[config.mk]
export PLATFORM = sky130hd
export DESIGN_NAME = pfb_ctrl
export DESIGN_NICKNAME = d
export VERILOG_FILES = /design/src/design/pfb_pkg.sv /design/src/design/pfb_ctrl.sv
export SDC_FILE = /design/constraint.sdc
export NUM_CORES = 1
export LEC_CHECK = 0
export BUFFER_PORTS_ARGS = -buffer_cell sky130_fd_sc_hd__clkbuf_2
export CORE_MARGIN = 2
export CORE_UTILIZATION = 25
export CTS_BUF_LIST = sky130_fd_sc_hd__clkbuf_4 sky130_fd_sc_hd__clkbuf_8
export CTS_CLUSTER_DIAMETER = 200
export CTS_CLUSTER_SIZE = 30
export DETAILED_ROUTE_END_ITERATION = 10
export GPL_TIMING_DRIVEN = 1
export HOLD_SLACK_MARGIN = 0.02
export MAX_ROUTING_LAYER = met4
export PLACE_DENSITY_LB_ADDON = 0.12
export SETUP_SLACK_MARGIN = 0.02
export SYNTH_ARGS = -nofsm -noshare
export SYNTH_HDL_FRONTEND = slang
export SYNTH_SLANG_ARGS = --single-unit
[constraint.sdc]
create_clock -name i_clk -period 5.55 [get_ports i_clk]
set_input_delay 0 -clock i_clk [delete_from_list [all_inputs] [get_ports i_clk]]
set_output_delay 0 -clock i_clk [all_outputs]
set_load 0.01 [all_outputs]
[src/design/pfb_pkg.sv]
// Shared types and constants for the page framebuffer blitter.
// Used by pfb_store, pfb_ctrl and page_framebuffer_blitter_top; no dependencies.
`default_nettype none
package pfb_pkg;

    localparam int STORE_DEPTH = 1024;
    localparam int STORE_AW    = 10;
    // byte index before the range check: page base plus column
    localparam int IDX_W       = 12;
    localparam logic [7:0] BYTE_MSB = 8'h80;

    typedef enum logic [1:0] {
        OP_CLEAR = 2'd0,
        OP_PLOT  = 2'd1,
        OP_BLIT  = 2'd2,
        OP_READ  = 2'd3
    } t_op;

    typedef enum logic [2:0] {
        ST_CLEAR,
        ST_IDLE,
        ST_PIXEL,
        ST_READ,
        ST_DONE
    } t_state;

    typedef struct packed {
        logic                we;
        logic [STORE_AW-1:0] waddr;
        logic [7:0]          wdata;
        logic                re;
        logic [STORE_AW-1:0] raddr;
    } t_mem_req;

    typedef struct packed {
        logic       valid;
        logic [7:0] data;
    } t_result;

endpackage
`default_nettype wire

[src/design/pfb_ctrl.sv]
// Sequencer for the page framebuffer blitter: clearing sweep, per-pixel
// read-modify-write pipeline and store reads. Depends on pfb_pkg.
`default_nettype none
module pfb_ctrl
    import pfb_pkg::*;
#(
    parameter int PANEL_WIDTH  = 128,
    parameter int PANEL_HEIGHT = 64
) (
    input  wire logic                i_clk,
    input  wire logic                i_rst_n,
    input  wire logic                i_in_valid,
    output logic                     o_in_stall,
    input  wire logic [1:0]          i_operation,
    input  wire logic [7:0]          i_x_pos,
    input  wire logic [7:0]          i_y_pos,
    input  wire logic [7:0]          i_row_offset,
    input  wire logic [4:0]          i_byte_offset,
    input  wire logic [7:0]          i_pattern_byte,
    input  wire logic [3:0]          i_bit_count,
    input  wire logic                i_pixel_color,
    input  wire logic [STORE_AW-1:0] i_address,
    output t_mem_req                 o_mem_req,
    input  wire logic [7:0]          i_rd_data,
    output t_result                  o_result,
    input  wire logic                i_result_take
);

    t_state r_state, n_state;
    t_op    r_op, n_op;

    logic [7:0]          r_col_base, n_col_base;
    logic [IDX_W-1:0]    r_page_base, n_page_base;
    logic                r_row_ok, n_row_ok;
    logic [2:0]          r_bit, n_bit;
    logic                r_color, n_color;
    logic [7:0]          r_mask, n_mask;
    logic [2:0]          r_k, n_k;
    logic [2:0]          r_last_k, n_last_k;
    logic [STORE_AW-1:0] r_addr, n_addr;
    logic [STORE_AW-1:0] r_clr_addr, n_clr_addr;
    logic                r_clr_item, n_clr_item;

    // write-back stage of the read-modify-write
    logic                r_wb_valid, n_wb_valid;
    logic [STORE_AW-1:0] r_wb_idx, n_wb_idx;
    logic [2:0]          r_wb_bit, n_wb_bit;
    logic                r_wb_color, n_wb_color;

    logic [7:0]       in_row;
    logic [7:0]       pix_col;
    logic             pix_col_ok;
    logic [IDX_W-1:0] pix_idx;
    logic             pix_hit;
    logic [7:0]       wb_onehot;
    logic [7:0]       wb_data;

    function automatic logic [7:0] lead_mask(input logic [3:0] cnt);
        logic [7:0] m;
        if (cnt == 4'd0) begin
            m = 8'h00;
        end else if (cnt >= 4'd8) begin
            m = 8'hFF;
        end else begin
            m = ~(8'hFF >> cnt);
        end
        return m;
    endfunction

    assign in_row = (t_op'(i_operation) == OP_BLIT) ? (i_y_pos + i_row_offset) : i_y_pos;

    assign pix_col    = r_col_base + {5'd0, r_k};
    assign pix_col_ok = ({1'b0, pix_col} < 9'(PANEL_WIDTH));
    assign pix_idx    = r_page_base + {{(IDX_W-8){1'b0}}, pix_col};
    assign pix_hit    = r_mask[7] && r_row_ok && pix_col_ok
                        && (pix_idx < IDX_W'(STORE_DEPTH));

    assign wb_onehot = 8'd1 << r_wb_bit;
    assign wb_data   = r_wb_color ? (i_rd_data | wb_onehot) : (i_rd_data & ~wb_onehot);

    always_ff @(posedge i_clk) begin
        if (!i_rst_n) begin
            r_state    <= ST_CLEAR;
            r_clr_addr <= '0;
            r_clr_item <= 1'b0;
            r_wb_valid <= 1'b0;
        end else begin
            r_state    <= n_state;
            r_clr_addr <= n_clr_addr;
            r_clr_item <= n_clr_item;
            r_wb_valid <= n_wb_valid;
        end
    end

    always_ff @(posedge i_clk) begin
        r_op        <= n_op;
        r_col_base  <= n_col_base;
        r_page_base <= n_page_base;
        r_row_ok    <= n_row_ok;
        r_bit       <= n_bit;
        r_color     <= n_color;
        r_mask      <= n_mask;
        r_k         <= n_k;
        r_last_k    <= n_last_k;
        r_addr      <= n_addr;
        r_wb_idx    <= n_wb_idx;
        r_wb_bit    <= n_wb_bit;
        r_wb_color  <= n_wb_color;
    end

    always_comb begin
        n_state     = r_state;
        n_op        = r_op;
        n_col_base  = r_col_base;
        n_page_base = r_page_base;
        n_row_ok    = r_row_ok;
        n_bit       = r_bit;
        n_color     = r_color;
        n_mask      = r_mask;
        n_k         = r_k;
        n_last_k    = r_last_k;
        n_addr      = r_addr;
        n_clr_addr  = r_clr_addr;
        n_clr_item  = r_clr_item;
        n_wb_valid  = 1'b0;
        n_wb_idx    = r_wb_idx;
        n_wb_bit    = r_wb_bit;
        n_wb_color  = r_wb_color;

        o_in_stall = 1'b1;
        o_result   = '{valid: 1'b0, data: 8'd0};

        o_mem_req.we    = r_wb_valid;
        o_mem_req.waddr = r_wb_idx;
        o_mem_req.wdata = wb_data;
        o_mem_req.re    = 1'b0;
        o_mem_req.raddr = pix_idx[STORE_AW-1:0];

        unique case (r_state)
            ST_CLEAR: begin
                o_mem_req.we    = 1'b1;
                o_mem_req.waddr = r_clr_addr;
                o_mem_req.wdata = 8'd0;
                n_clr_addr      = r_clr_addr + 1'b1;
                if (r_clr_addr == STORE_AW'(STORE_DEPTH - 1)) begin
                    n_state = r_clr_item ? ST_DONE : ST_IDLE;
                end
            end
            ST_IDLE: begin
                o_in_stall = 1'b0;
                if (i_in_valid) begin
                    n_op        = t_op'(i_operation);
                    n_bit       = in_row[2:0];
                    n_row_ok    = ({1'b0, in_row} < 9'(PANEL_HEIGHT));
                    n_page_base = IDX_W'(in_row[7:3]) * IDX_W'(PANEL_WIDTH);
                    n_color     = i_pixel_color;
                    n_addr      = i_address;
                    n_k         = 3'd0;
                    unique case (t_op'(i_operation))
                        OP_CLEAR: begin
                            n_clr_addr = '0;
                            n_clr_item = 1'b1;
                            n_state    = ST_CLEAR;
                        end
                        OP_PLOT: begin
                            n_col_base = i_x_pos;
                            n_mask     = BYTE_MSB;
                            n_last_k   = 3'd0;
                            n_state    = ST_PIXEL;
                        end
                        OP_BLIT: begin
                            n_col_base = i_x_pos + {i_byte_offset, 3'd0};
                            n_mask     = i_pattern_byte & lead_mask(i_bit_count);
                            n_last_k   = 3'd7;
                            n_state    = ST_PIXEL;
                        end
                        OP_READ: begin
                            n_state = ST_READ;
                        end
                    endcase
                end
            end
            ST_PIXEL: begin
                // read this column byte; write it back next cycle
                o_mem_req.re = 1'b1;
                n_wb_valid   = pix_hit;
                n_wb_idx     = pix_idx[STORE_AW-1:0];
                n_wb_bit     = r_bit;
                n_wb_color   = r_color;
                n_mask       = {r_mask[6:0], 1'b0};
                n_k          = r_k + 3'd1;
                if (r_k == r_last_k) begin
                    n_state = ST_DONE;
                end
            end
            ST_READ: begin
                o_mem_req.re    = 1'b1;
                o_mem_req.raddr = r_addr;
                n_state         = ST_DONE;
            end
            ST_DONE: begin
                n_clr_item     = 1'b0;
                o_result.valid = 1'b1;
                o_result.data  = (r_op == OP_READ) ? i_rd_data : 8'd0;
                if (i_result_take) begin
                    n_state = ST_IDLE;
                end
            end
            default: begin
                n_state = ST_IDLE;
            end
        endcase
    end

endmodule
`default_nettype wire
==> flow_summary.toml <==
[synthesis]
async_flop_share = 0
synth_edf_count = 56
syn_area_um2 = 3988
synth_ff_type = "edfxtp_1"
ys_ff_latch = 71
syn_avg_cell_area_um2 = 11.52
synth.distinct_cells = 50
ys_seq_area_frac = 0.4970
syn_inst = 346
syn-num-nets = 438
yosys_warnings = 0

[sta]
finalSetupTns_ps = 0
setup_ws_ps = 2633
fin_crit_sh = 0.5256
final.min_clock_period_ps = 2917
slew_headroom = 0.2353
maxSlewViolCount = 0
finalHoldViolCount = 0
fin_skew_ps = 12.11
timing.hold.ws_ps = 41.23
rsz0062_at_grt = "no"
finalSetupViolCount = 0
max_freq_mhz = 342.8
worst_pin_slew_ps = 1135

[worst_setup_path]
cp.arrival_ps = 2920
cpLargestDelayFamily = "adder cells"
cp-end-kind = "primary output"
slowest_delay_ps = 500
crit_type = "reg2out"
worstPathRequired_ps = 5550
crit_top_cell = "ha_1"
cp_slowest_cell = "edfxtp_1"
startpoint_type = "flop"
crit_chain = "ha_1, a21o_1, a21oi_1, nor3_1, xor2_1, ha_1, ha_1, xor2_1, mux2_2, clkbuf_2"
cp_num_buf_inv = 1
critPathMaxFanout = 5

[die]
initial_core_util = 0.2538
die_w_um = 130.3
die-area_um2 = 16980
ios = 106
coreArea_um2 = 15710
fp.dieH_um = 130.3
std_cell_rows = 46

[cells_and_area]
fillers = 1577
seqCellArea_um2 = 1982
fin_area_um2 = 5274
nets = 580
antenna_cells = 0
multi_input_area_um2 = 1926
syn_to_final_growth_pct = 32.26
drive_above_1_share = 0.3266

[power]
p_leak_nw = 2.154
combPwrFrac = 0.118
p_clk_frac = 0.348
p_switching_mw = 0.2535
p_int_mw = 0.8248
ir_worst_vdd_mv = 0.09765
switching_share = 0.2351
total_power_mw = 1.078
p_seq_frac = 0.534
powerDensity_nw_per_um2 = 204.5

[route]
first_pass_iters = 4
drc_errors = 0
vias = 3038
drt_iter0_drc = 125
vias_per_cell = 4.285
wire_per_inst_um = 13.81
antenna_left = 0
wl_mm = 9.788

[global_routing]
grt_pass1_vias = 2978
grt_overflow = 0
antenna_found_initial = 0
grt_usage = 0.1225
grt_max_degree = 28
grt_pass1_wl_mm = 15.04

[placed_design]
pre_cts_ws_ps = 3015
gp_congestion = 0.7702
place_area_um2 = 4770
place_hpwl_mm = 7.426
io_buffers = 105

[clock_tree]
cts_tree = "yes"
path_clk_slew_ps = 80
cts_buffer_depth = 2
root_buffer = "clkbuf_8"
cts_setup_buffers = 0
cts.htree.levels = 3
cts_resized = 0
holdBufCountCts = 33
numCtsBuffers = 9
worstSkewPairLatency_ps = 360
numClockSinks = 71

[flow_run]
maxCapViolCount = 0

[outcome]
status = "complete, no violations"

[hold_path]
hold_path.class = "in2reg"
-- power groups by stage --
stage / Clock (mW) / Combinational, mW / Sequential [mW]
floorplan: 0 / 0.0648 / 0.587
global placement: 0 / 0.109 / 0.588
detailed placement: 0 / 0.110 / 0.588
CTS: 0.389 / 0.129 / 0.576
global route: 0.409 / 0.143 / 0.576
finish: 0.376 / 0.127 / 0.576
-- metrics by stage --
stage	util	instances
floorplan	-	346
global placement	0.3036	660
detailed placement	0.3036	660
CTS	0.3356	709
global route	0.3356	709
finish	0.3356	709
-- state kept, by name (all words and copies together) (netlist names) --
register     flops
r_addr          10
r_col_base       8
r_k              3
r_state          3
r_wb_color       1
r_wb_idx        10
r_clr_addr      10
r_row_ok         1
r_op             2
r_clr_item       1
r_page_base      5
r_color          1
r_last_k         1
r_wb_bit         3
r_mask           8
r_bit            3
r_wb_valid       1
-- cell usage in the layout (no fill, tap or decap), types with 8 or more instances in the layout --
cell / instances
ha_1: 23
nand3_1: 9
mux2_2: 29
clkbuf_8: 10
xnor2_1: 13
mux2i_1: 8
nor2_1: 32
o21ai_0: 8
nor3_1: 10
inv_1: 10
edfxtp_1: 56
xor2_1: 12
and2_1: 10
nand2_1: 25
a21oi_1: 15
clkbuf_2: 105
dfxtp_1: 15
dlygate4sd3_1: 33
-- logic make-up after synthesis --
logic type      after synthesis  synth area share
simple gates                112            0.1431
flops                        71            0.4970
xor+xnor                     25           0.05491
buf+inv                      21           0.02134
fa+ha+maj                    26           0.08723
mux                          37            0.1020
compound gates               54           0.09445
-- tightest hold or removal path, stage by stage --
cell,delay [ps]
clkbuf_2,80
o41ai_1,70
a31oi_1,90
-- path summary, 6_finish.rpt --
kind	startpoint	end	slack (ps)	depth (start not counted)
setup / recovery	r_k[1]	o_mem_req[9]	2630	10
setup reg to reg	r_k[1]	r_wb_valid	3080	10
hold / removal	i_pattern_byte[7]	r_mask[7]	40	3
hold reg to reg	r_bit[0]	r_wb_bit[0]	420	0
-- layout make-up --
| class | count | area share |
|---|---|---|
| repair buffers | 141 | 0.1665 |
| inverters | 11 | 0.008304 |
| clock inverters | 4 | 0.004033 |
| clock buffers | 12 | 0.02894 |
| flip-flops and latches | 71 | 0.3758 |
| multi-input cells | 254 | 0.3651 |
| well taps | 216 | 0.05125 |
-- routing by layer --
layer | track usage | part of all wire
met1 | 0.1532 | 0.48
met2 | 0.1900 | 0.47
met3 | 0.02460 | 0.034
met4 | 0.05882 | 0.019
met5 | - | 0
-- Yosys cell counts (5+ instances only) --
library cell / count / area share
inv_1: 10 / 0.0094
nor3_1: 11 / 0.014
and2_1: 10 / 0.016
dfxtp_1: 15 / 0.075
edfxtp_1: 56 / 0.42
o21ai_0: 8 / 0.010
nor2_1: 32 / 0.030
a21oi_1: 15 / 0.019
xnor2_1: 13 / 0.029
a21o_1: 5 / 0.0094
mux2_2: 29 / 0.082
ha_1: 23 / 0.072
clkbuf_1: 7 / 0.0066
nand2_1: 25 / 0.024
xor2_1: 12 / 0.026
mux2i_1: 8 / 0.020
nand3_1: 9 / 0.011
o21a_1: 5 / 0.0094
Power figures use the tool's default switching activity.
